--- config.mk ---
export PLATFORM = sky130hd
export DESIGN_NAME = sha256_hash_engine
export DESIGN_NICKNAME = d
export VERILOG_FILES = /design/src/sv/sha_pkg.sv /design/src/sv/sha_ctrl.sv /design/src/sv/sha_dp.sv /design/src/sv/sha256_hash_engine.sv
export SDC_FILE = /design/constraint.sdc
export NUM_CORES = 2
export LEC_CHECK = 0
export BUFFER_PORTS_ARGS = -buffer_cell sky130_fd_sc_hd__buf_4
export CORE_AREA = 2 2 457 459
export CTS_BUF_LIST = sky130_fd_sc_hd__clkbuf_4
export CTS_CLUSTER_DIAMETER = 80
export CTS_CLUSTER_SIZE = 24
export DETAILED_ROUTE_END_ITERATION = 6
export DIE_AREA = 0 0 459 461
export HOLD_SLACK_MARGIN = 0.1
export PLACE_DENSITY_LB_ADDON = 0.12
export SYNTH_ARGS = -nofsm -noshare
export SYNTH_HDL_FRONTEND = slang
export SYNTH_HIERARCHICAL = 1
export SYNTH_SLANG_ARGS = --single-unit
--- constraint.sdc ---
create_clock -name i_clk -period 34.8 [get_ports i_clk]
set_input_delay 10.44 -clock i_clk [delete_from_list [all_inputs] [get_ports i_clk]]
set_output_delay 10.44 -clock i_clk [all_outputs]
set_load 0.1 [all_outputs]
--- src/sv/sha_pkg.sv ---
// ----------------------------------------------------------------------------
// sha_pkg
// shared types, constants and the rotate function of the sha-256 hash engine
// ----------------------------------------------------------------------------
package sha_pkg;

    typedef enum logic [2:0] {
        ST_ACCEPT,
        ST_LOAD,
        ST_ROUND,
        ST_UPDATE,
        ST_PAD,
        ST_OUTPUT
    } t_state;

    // word source for the block buffer
    typedef enum logic [1:0] {
        SRC_INPUT,
        SRC_ZERO,
        SRC_LEN_HI,
        SRC_LEN_LO
    } t_src;

    // controller to datapath commands
    typedef struct packed {
        logic        push;       // write a word into the buffer
        t_src        src;
        logic        count_in;   // add input bits to the length
        logic        load;       // copy buffer and chain into round registers
        logic        round;      // run one round
        logic [5:0]  rnd;        // round index
        logic        update;     // add working vars to chain
        logic        reinit;     // restore initial hash, clear length
        logic        shift_out;  // rotate chain for digest output
    } t_cmd;

    localparam logic [7:0] PAD_BYTE = 8'h80;

    localparam logic [31:0] HINIT [8] = '{
        32'h6A09E667, 32'hBB67AE85, 32'h3C6EF372, 32'hA54FF53A,
        32'h510E527F, 32'h9B05688C, 32'h1F83D9AB, 32'h5BE0CD19
    };

    localparam logic [31:0] KROUND [64] = '{
        32'h428A2F98, 32'h71374491, 32'hB5C0FBCF, 32'hE9B5DBA5,
        32'h3956C25B, 32'h59F111F1, 32'h923F82A4, 32'hAB1C5ED5,
        32'hD807AA98, 32'h12835B01, 32'h243185BE, 32'h550C7DC3,
        32'h72BE5D74, 32'h80DEB1FE, 32'h9BDC06A7, 32'hC19BF174,
        32'hE49B69C1, 32'hEFBE4786, 32'h0FC19DC6, 32'h240CA1CC,
        32'h2DE92C6F, 32'h4A7484AA, 32'h5CB0A9DC, 32'h76F988DA,
        32'h983E5152, 32'hA831C66D, 32'hB00327C8, 32'hBF597FC7,
        32'hC6E00BF3, 32'hD5A79147, 32'h06CA6351, 32'h14292967,
        32'h27B70A85, 32'h2E1B2138, 32'h4D2C6DFC, 32'h53380D13,
        32'h650A7354, 32'h766A0ABB, 32'h81C2C92E, 32'h92722C85,
        32'hA2BFE8A1, 32'hA81A664B, 32'hC24B8B70, 32'hC76C51A3,
        32'hD192E819, 32'hD6990624, 32'hF40E3585, 32'h106AA070,
        32'h19A4C116, 32'h1E376C08, 32'h2748774C, 32'h34B0BCB5,
        32'h391C0CB3, 32'h4ED8AA4A, 32'h5B9CCA4F, 32'h682E6FF3,
        32'h748F82EE, 32'h78A5636F, 32'h84C87814, 32'h8CC70208,
        32'h90BEFFFA, 32'hA4506CEB, 32'hBEF9A3F7, 32'hC67178F2
    };

    function automatic logic [31:0] rotr(input logic [31:0] x, input int n);
        rotr = (x >> n) | (x << (32 - n));
    endfunction

endpackage

--- src/sv/sha_ctrl.sv ---
// ----------------------------------------------------------------------------
// sha_ctrl
// sequencer: word intake, 64-round loop, padding and digest output
// ----------------------------------------------------------------------------
module sha_ctrl (
    input  logic          i_clk,
    input  logic          i_rst_n,
    input  logic          i_s_tvalid,
    input  logic          i_s_last,
    input  logic [2:0]    i_s_nbytes,
    output logic          o_s_tready,
    output logic          o_m_tvalid,
    output logic          o_m_last,
    input  logic          i_m_tready,
    output sha_pkg::t_cmd o_cmd,
    output logic [3:0]    o_fill
);
    import sha_pkg::*;

    t_state     r_state, n_state;
    logic [3:0] r_fill, n_fill;
    logic [5:0] r_rnd, n_rnd;
    logic [2:0] r_oidx, n_oidx;
    logic       r_final, n_final;   // message ended, padding active
    logic       r_extra, n_extra;   // 0x80 word still due (full final word)
    logic       r_len_done, n_len_done;
    logic       r_len_wait, n_len_wait;
    logic       s_beat, m_beat;

    assign s_beat = i_s_tvalid && o_s_tready;
    assign m_beat = o_m_tvalid && i_m_tready;
    assign o_fill = r_fill;

    // state registers
    always_ff @(posedge i_clk) begin
        if (!i_rst_n) begin
            r_state <= ST_ACCEPT;
            r_fill  <= '0;
            r_rnd   <= '0;
            r_oidx  <= '0;
            r_final <= 1'b0;
            r_extra <= 1'b0;
        end else begin
            r_state <= n_state;
            r_fill  <= n_fill;
            r_rnd   <= n_rnd;
            r_oidx  <= n_oidx;
            r_final <= n_final;
            r_extra <= n_extra;
        end
    end

    // next state
    always_comb begin
        n_state = r_state;
        n_fill  = r_fill;
        n_rnd   = r_rnd;
        n_oidx  = r_oidx;
        n_final = r_final;
        n_extra = r_extra;
        case (r_state)
            ST_ACCEPT: begin
                if (s_beat) begin
                    n_fill = r_fill + 4'd1;
                    if (i_s_last) begin
                        n_final = 1'b1;
                        n_extra = (i_s_nbytes >= 3'd4);
                    end
                    if (r_fill == 4'd15) n_state = ST_LOAD;
                    else if (i_s_last) n_state = ST_PAD;
                end
            end
            ST_PAD: begin
                n_fill = r_fill + 4'd1;
                n_extra = 1'b0;
                if (r_fill == 4'd15) n_state = ST_LOAD;
            end
            ST_LOAD: begin
                n_rnd   = '0;
                n_state = ST_ROUND;
            end
            ST_ROUND: begin
                n_rnd = r_rnd + 6'd1;
                if (r_rnd == 6'd63) n_state = ST_UPDATE;
            end
            ST_UPDATE: begin
                // final block: length was written into slots 14 and 15
                if (r_final && !r_extra && r_len_done) begin
                    n_state = ST_OUTPUT;
                    n_oidx  = '0;
                end else if (r_final) begin
                    n_state = ST_PAD;
                end else begin
                    n_state = ST_ACCEPT;
                end
            end
            ST_OUTPUT: begin
                if (m_beat) begin
                    n_oidx = r_oidx + 3'd1;
                    if (r_oidx == 3'd7) begin
                        n_state = ST_ACCEPT;
                        n_final = 1'b0;
                    end
                end
            end
            default: n_state = ST_ACCEPT;
        endcase
    end

    // length slots land in 14 and 15 only once padding is done
    always_ff @(posedge i_clk) begin
        if (!i_rst_n) r_len_done <= 1'b0;
        else          r_len_done <= n_len_done;
    end
    always_comb begin
        n_len_done = r_len_done;
        if (r_state == ST_PAD && r_fill == 4'd15 && !r_extra && !r_len_wait)
            n_len_done = 1'b1;
        if (r_state == ST_ACCEPT && s_beat && i_s_last && r_fill == 4'd15
            && i_s_nbytes < 3'd4) n_len_done = 1'b0;
        if (r_state == ST_OUTPUT) n_len_done = 1'b0;
    end

    // outputs
    always_comb begin
        o_cmd       = '0;
        o_cmd.src   = SRC_INPUT;
        o_cmd.rnd   = r_rnd;
        o_s_tready  = 1'b0;
        o_m_tvalid  = 1'b0;
        o_m_last    = 1'b0;
        case (r_state)
            ST_ACCEPT: begin
                o_s_tready     = 1'b1;
                o_cmd.push     = s_beat;
                o_cmd.count_in = s_beat;
            end
            ST_PAD: begin
                o_cmd.push = 1'b1;
                if (r_extra)                             o_cmd.src = SRC_INPUT;
                else if (r_fill == 4'd14 && !r_len_wait) o_cmd.src = SRC_LEN_HI;
                else if (r_fill == 4'd15 && !r_len_wait) o_cmd.src = SRC_LEN_LO;
                else                                     o_cmd.src = SRC_ZERO;
            end
            ST_LOAD:   o_cmd.load   = 1'b1;
            ST_ROUND:  o_cmd.round  = 1'b1;
            ST_UPDATE: o_cmd.update = 1'b1;
            ST_OUTPUT: begin
                o_m_tvalid      = 1'b1;
                o_m_last        = (r_oidx == 3'd7);
                o_cmd.shift_out = m_beat;
                o_cmd.reinit    = m_beat && (r_oidx == 3'd7);
            end
            default: ;
        endcase
    end

    // length must wait for a fresh block when the pad word passed slot 13
    always_ff @(posedge i_clk) begin
        if (!i_rst_n) r_len_wait <= 1'b0;
        else          r_len_wait <= n_len_wait;
    end
    always_comb begin
        n_len_wait = r_len_wait;
        if (r_state == ST_ACCEPT && s_beat && i_s_last)
            n_len_wait = (i_s_nbytes >= 3'd4) ? (r_fill >= 4'd13) : (r_fill >= 4'd14);
        if (r_state == ST_LOAD) n_len_wait = 1'b0;
    end

endmodule

--- src/sv/sha_dp.sv ---
// ----------------------------------------------------------------------------
// sha_dp
// datapath: block buffer, rolling schedule, round unit and chain value
// ----------------------------------------------------------------------------
module sha_dp (
    input  logic          i_clk,
    input  logic          i_rst_n,
    input  sha_pkg::t_cmd i_cmd,
    input  logic [31:0]   i_data,
    input  logic [2:0]    i_nbytes,
    input  logic          i_last,
    input  logic [3:0]    i_fill,
    output logic [31:0]   o_digest
);
    import sha_pkg::*;

    logic [31:0] r_buf [16];
    logic [31:0] r_w   [16];
    logic [31:0] r_v   [8];
    logic [31:0] r_h   [8];
    logic [63:0] r_bits;
    logic [31:0] r_pend;          // 0x80 word held back for the next slot
    logic [31:0] s_in_word, s_push_word, s_mask, s_wnew, s_sched;
    logic [31:0] s_t1, s_t2, s_e, s_a;
    logic [2:0]  s_nb;
    logic [6:0]  s_addbits;

    // final-word masking and pad byte
    always_comb begin
        s_nb = (i_nbytes > 3'd4) ? 3'd4 : i_nbytes;
        if (!i_last) s_nb = 3'd4;
        case (s_nb)
            3'd0:    s_mask = 32'h0000_0000;
            3'd1:    s_mask = 32'hFF00_0000;
            3'd2:    s_mask = 32'hFFFF_0000;
            3'd3:    s_mask = 32'hFFFF_FF00;
            default: s_mask = 32'hFFFF_FFFF;
        endcase
        s_in_word = i_data & s_mask;
        if (i_last && s_nb != 3'd4)
            s_in_word = s_in_word | ({24'd0, PAD_BYTE} << (5'd24 - {s_nb[1:0], 3'd0}));
        s_addbits = {1'b0, s_nb, 3'd0};
    end

    always_comb begin
        case (i_cmd.src)
            SRC_INPUT:  s_push_word = i_cmd.count_in ? s_in_word : r_pend;
            SRC_LEN_HI: s_push_word = r_bits[63:32];
            SRC_LEN_LO: s_push_word = r_bits[31:0];
            default:    s_push_word = '0;
        endcase
    end

    // buffer writes and bit length
    always_ff @(posedge i_clk) begin
        if (i_cmd.push) r_buf[i_fill] <= s_push_word;
        if (i_cmd.count_in) r_pend <= {PAD_BYTE, 24'd0};
    end
    always_ff @(posedge i_clk) begin
        if (!i_rst_n || i_cmd.reinit) r_bits <= '0;
        else if (i_cmd.count_in)      r_bits <= r_bits + {57'd0, s_addbits};
    end

    // schedule: window slot rnd[3:0] is updated in place from round 16 on
    always_comb begin
        s_sched = (rotr(r_w[i_cmd.rnd[3:0] - 4'd2], 17)
                   ^ rotr(r_w[i_cmd.rnd[3:0] - 4'd2], 19)
                   ^ (r_w[i_cmd.rnd[3:0] - 4'd2] >> 10))
                + r_w[i_cmd.rnd[3:0] - 4'd7]
                + (rotr(r_w[i_cmd.rnd[3:0] - 4'd15], 7)
                   ^ rotr(r_w[i_cmd.rnd[3:0] - 4'd15], 18)
                   ^ (r_w[i_cmd.rnd[3:0] - 4'd15] >> 3))
                + r_w[i_cmd.rnd[3:0]];
        s_wnew = (i_cmd.rnd >= 6'd16) ? s_sched : r_w[i_cmd.rnd[3:0]];
        s_e = r_v[4];
        s_a = r_v[0];
        s_t1 = r_v[7] + (rotr(s_e, 6) ^ rotr(s_e, 11) ^ rotr(s_e, 25))
             + ((s_e & r_v[5]) ^ (~s_e & r_v[6])) + KROUND[i_cmd.rnd] + s_wnew;
        s_t2 = (rotr(s_a, 2) ^ rotr(s_a, 13) ^ rotr(s_a, 22))
             + ((s_a & r_v[1]) ^ (s_a & r_v[2]) ^ (r_v[1] & r_v[2]));
    end

    // round registers
    always_ff @(posedge i_clk) begin
        if (i_cmd.load) begin
            r_w <= r_buf;
            r_v <= r_h;
        end else if (i_cmd.round) begin
            r_w[i_cmd.rnd[3:0]] <= s_wnew;
            r_v[7] <= r_v[6];
            r_v[6] <= r_v[5];
            r_v[5] <= r_v[4];
            r_v[4] <= r_v[3] + s_t1;
            r_v[3] <= r_v[2];
            r_v[2] <= r_v[1];
            r_v[1] <= r_v[0];
            r_v[0] <= s_t1 + s_t2;
        end
    end

    // chain value: update, rotate out, reinit
    always_ff @(posedge i_clk) begin
        if (!i_rst_n || i_cmd.reinit) begin
            r_h <= HINIT;
        end else if (i_cmd.update) begin
            for (int k = 0; k < 8; k++) r_h[k] <= r_h[k] + r_v[k];
        end else if (i_cmd.shift_out) begin
            for (int k = 0; k < 7; k++) r_h[k] <= r_h[k+1];
            r_h[7] <= r_h[0];
        end
    end

    assign o_digest = r_h[0];

endmodule

--- src/sv/sha256_hash_engine.sv ---
// ----------------------------------------------------------------------------
// sha256_hash_engine
// sha-256 digest of a byte message streamed as big-endian 32-bit words
// ----------------------------------------------------------------------------
// usage
//   input beats: tdata = data_word, tuser = valid_bytes, tlast = end_of_message.
//   a word without tlast adds four bytes; the tlast word carries 0 to 4 bytes,
//   left-aligned (counts above four count as four).
//   every sixteenth word starts a compression: a load, 64 rounds
//   (one round per cycle in the shared round unit) and a chain update,
//   during which tready is low.
//   after tlast the engine writes padding one word per cycle and runs one or
//   two more compressions, two when the length needs an extra block.
//   the eight digest words follow, most significant first, tlast on the eighth.
//   a stalled output simply holds the current digest word; no new input is
//   taken until all eight beats have gone out, then the initial hash values
//   and a zero length are restored.
//   reset (synchronous, active low) loads the initial hash values, clears the
//   length and returns to word intake; no clearing pass is needed.
// ----------------------------------------------------------------------------
module sha256_hash_engine (
    input  logic        i_clk,
    input  logic        i_rst_n,
    input  logic        s_axis_tvalid,
    output logic        s_axis_tready,
    input  logic [31:0] s_axis_tdata,   // [31:0] data_word
    input  logic [2:0]  s_axis_tuser,   // [2:0] valid_bytes
    input  logic        s_axis_tlast,
    output logic        m_axis_tvalid,
    input  logic        m_axis_tready,
    output logic [31:0] m_axis_tdata,   // [31:0] digest_word
    output logic        m_axis_tlast
);
    import sha_pkg::*;

    t_cmd       s_cmd;
    logic [3:0] s_fill;

    sha_ctrl u_ctrl (
        .i_clk      (i_clk),
        .i_rst_n    (i_rst_n),
        .i_s_tvalid (s_axis_tvalid),
        .i_s_last   (s_axis_tlast),
        .i_s_nbytes (s_axis_tuser),
        .o_s_tready (s_axis_tready),
        .o_m_tvalid (m_axis_tvalid),
        .o_m_last   (m_axis_tlast),
        .i_m_tready (m_axis_tready),
        .o_cmd      (s_cmd),
        .o_fill     (s_fill)
    );

    sha_dp u_dp (
        .i_clk    (i_clk),
        .i_rst_n  (i_rst_n),
        .i_cmd    (s_cmd),
        .i_data   (s_axis_tdata),
        .i_nbytes (s_axis_tuser),
        .i_last   (s_axis_tlast),
        .i_fill   (s_fill),
        .o_digest (m_axis_tdata)
    );

endmodule

==> impl_metrics.env <==
export IMPL_status="complete, no violations"
export IMPL_synthMostInstantiatedCell="edfxtp_1"
export IMPL_io_buffer_count=74
export IMPL_synth_distinct_cells=102
export IMPL_cts_reportedPaths_clkPinSlew_ns=0.23
export IMPL_critPathMaxStageDelay_ns=0.83
export IMPL_fin_crit_ns=16.04
export IMPL_synthTopCellsByCount="edfxtp_1, nand2_1, o21ai_0"
export IMPL_synth_area_sq_mm=0.103
export IMPL_rr_endpoint="u_dp/s_a[31]"
export IMPL_crit_path_start="u_ctrl/r_rnd[1]"
export IMPL_worstPathRequired_ns=35.87
export IMPL_die_y_um=461
export IMPL_cellPowerDensity_mw_per_mm2=29.5
export IMPL_drc=0
export IMPL_p_total_w=0.00319
export IMPL_ir_drop_uv=27.7
export IMPL_cts_root_buf="clkbuf_4"
export IMPL_clock_skew_ns=0.115
export IMPL_synthCells=9138
export IMPL_gp_congestion=0.984
export IMPL_avgSynthCellArea_sq_um=11.2
export IMPL_numCtsBuffers=110
export IMPL_ff2ff_setup_slack_ns=18.76
export IMPL_num_vias=77559
export IMPL_yosysSeqAreaShare_pct=44.0
export IMPL_cpMostUsedCell="fa_1"
export IMPL_cap_violations=0
export IMPL_ant_nets=0
export IMPL_clock_sinks=1617
export IMPL_die_w_um=459
export IMPL_yosys_area_top_type="edfxtp_1"
export IMPL_crit_fanout=52
export IMPL_synth_edf_count=1280
export IMPL_rsz0062_at_grt="no"
export IMPL_cp_end_kind="flop"
export IMPL_async_flop_share_pct=0
export IMPL_stdcell_count=11748
export IMPL_antenna_found_initial=16
export IMPL_hold_path_depth=2
export IMPL_r2r_cells=53
export IMPL_htree_levels=3
export IMPL_start_util_pct=49.8
export IMPL_drt_iter0_drc=9132
export IMPL_finalHoldViolations=0
export IMPL_dp_hpwl_mm=260
export IMPL_final_layout_size_suffix_gt1_share_pct=14.5
export IMPL_hold_buffers=0
export IMPL_die_area_sq_mm=0.212
export IMPL_clk_insertion_delay_late_ns=1.35
export IMPL_grt_util_all_layers_pct=35.5
export IMPL_pre_cts_ws_ns=18.98
export IMPL_wl_per_cell_um=32.6
export IMPL_cts_setup_buffers=0
export IMPL_ios=75
export IMPL_grt_pass1_wl_mm=539
export IMPL_dr_pass1_iters=6
export IMPL_timing_rr_start="u_ctrl/r_rnd[1]"
export IMPL_seqCellArea_sq_mm=0.0452
export IMPL_synth_nets=9774
export IMPL_cts_tree="built"
export IMPL_grt_overflow=0
export IMPL_max_slew_margin_pct=7.27
export IMPL_fin_setup_tns_ns=0
export IMPL_placed_cells_incl_taps=11528
export IMPL_finalSetupViolCount=0
export IMPL_yosysWarnings=6
export IMPL_setup_slack_ns=18.76
export IMPL_crit_arrival_ns=17.11
export IMPL_timing_fmax_ghz=0.0623
export IMPL_syn2layout_area_growth_pct=5.47
export IMPL_synth_ff_type="edfxtp_1"
export IMPL_cts_resized=0
export IMPL_hold_path_startpoint="u_dp/r_buf[505]"
export IMPL_routed_wl_mm=383
export IMPL_multi_input_area_sq_mm=0.0537
export IMPL_max_slew_worst_pin_slew_ns=1.38
export IMPL_synth_ff_latch_count=1617
export IMPL_rows=167
export IMPL_critPathKind="flop to flop"
export IMPL_total_leakage_power_nw=36.7
export IMPL_clock_path_buffers=3
export IMPL_worst_hold_path_type="flop to flop"
export IMPL_ys_top_cells_by_area="edfxtp_1, mux4_2, dfxtp_1"
export IMPL_slew_viol_final=0
export IMPL_grt_pass1_vias=74551
export IMPL_fin_nets=9572
export IMPL_start_kind="flop"
export IMPL_core_area_sq_mm=0.206
export IMPL_crit_end="u_dp/s_a[31]"
export IMPL_nFillCells=18044
export IMPL_yosysTopAreaCellShare_pct=37.4
export IMPL_slowest_stage="dfxtp_4"
export IMPL_grt_max_degree=198
export IMPL_vias_per_cell=6.60
export IMPL_post_route_period_util_pct=46.1
-- flip-flops by register name, indices dropped and copies added (netlist names), 4 cells and up --
signal and flops:
u_dp/r_buf 512, u_dp/r_w 512, u_dp/r_h 224, u_dp/r_v 192, u_dp/r_bits 61, u_dp/o_digest 32
u_dp/s_a 32, u_dp/s_e 32, u_ctrl/r_rnd 6, u_ctrl/o_fill 4
-- how the worst min path moves through the flow --
stage	end	slack [ns]
CTS	u_ctrl/r_extra	0.50
finish	u_dp/r_w[505]	0.46
global placement	u_ctrl/r_oidx[1]	0.46
detailed placement	u_ctrl/r_extra	0.47
floorplan	u_ctrl/r_extra	0.45
global route	u_dp/r_w[411]	0.52
-- layout make-up --
class                           instances  area share [%]
Multi-Input combinational cell       6455            49.6
Sequential cell                      1617            41.7
Tap cell                             2704            3.12
Timing Repair Buffer                  272            1.95
Inverter                              480            1.68
Clock inverter                         89            1.11
Clock buffer                          118           0.818
Antenna cell                           13          0.0300
-- through the flow --
stage	hold WS (ns)	utilization (%)	cell area (sq um)
3_3_place_gp	0.458	51.4	106000
3_5_place_dp	0.473	51.5	106000
6_report	0.461	52.5	108000
4_1_cts	0.497	52.5	108000
5_1_grt	0.522	52.5	108000
2_1_floorplan	0.446	-	103000
-- layer usage --
layer	vias up	global-route usage (%)	wire length [um]
met3	996	6.76	36100
met5	-	0.184	139
met2	4237	57.5	178000
met1	38748	44.2	142000
met4	14	21.4	26900
li1	33564	-	-
-- cells by family after synthesis --
group                    after synthesis  synth area share (%)
AO/OA/AOI/OAI                       2332                  14.2
AND/OR/NAND/NOR                     1891                  8.22
flip-flops                          1617                  44.0
buffers and inverters               1066                  4.15
multiplexers                        1013                  15.4
XOR/XNOR                             618                  5.32
adder cells (fa/ha/maj)              601                  8.74
-- power breakdown --
group	internal [W]	switching [W]
logic	0.0000126	0.0000571
clock network	0.000277	0.000755
registers	0.00209	0.00000541
-- cells in the final DEF (no fill, tap or decap), types with 73 or more instances in the layout --
master       n
dfxtp_1    331
fa_1       196
nor3_1      79
ha_1       396
edfxtp_1  1280
xor2_1     216
clkbuf_4   118
a22o_1     100
nand3_1    120
a21oi_1    449
o211ai_1    73
nand2_1    938
nor2b_1    102
a21o_1     191
mux4_2     415
xnor2_1    398
mux2i_1    300
nor2_1     358
o21ai_0    829
buf_4      266
inv_1      471
mux2_2     289
a211oi_1   166
-- worst max-delay path: cells and delay by family, from the launching register on --
kind	cells	cell delay, ns
adders and majority gates	11	4.53
xor gates and xnor gates	6	1.15
buffers and inverters	11	2.68
and+or+nand+nor	5	0.80
DFF	1	0.83
AOI/OAI and AO/OA	18	4.59
muxes	2	1.04
Note: power is estimated with default switching activity, not from simulation.
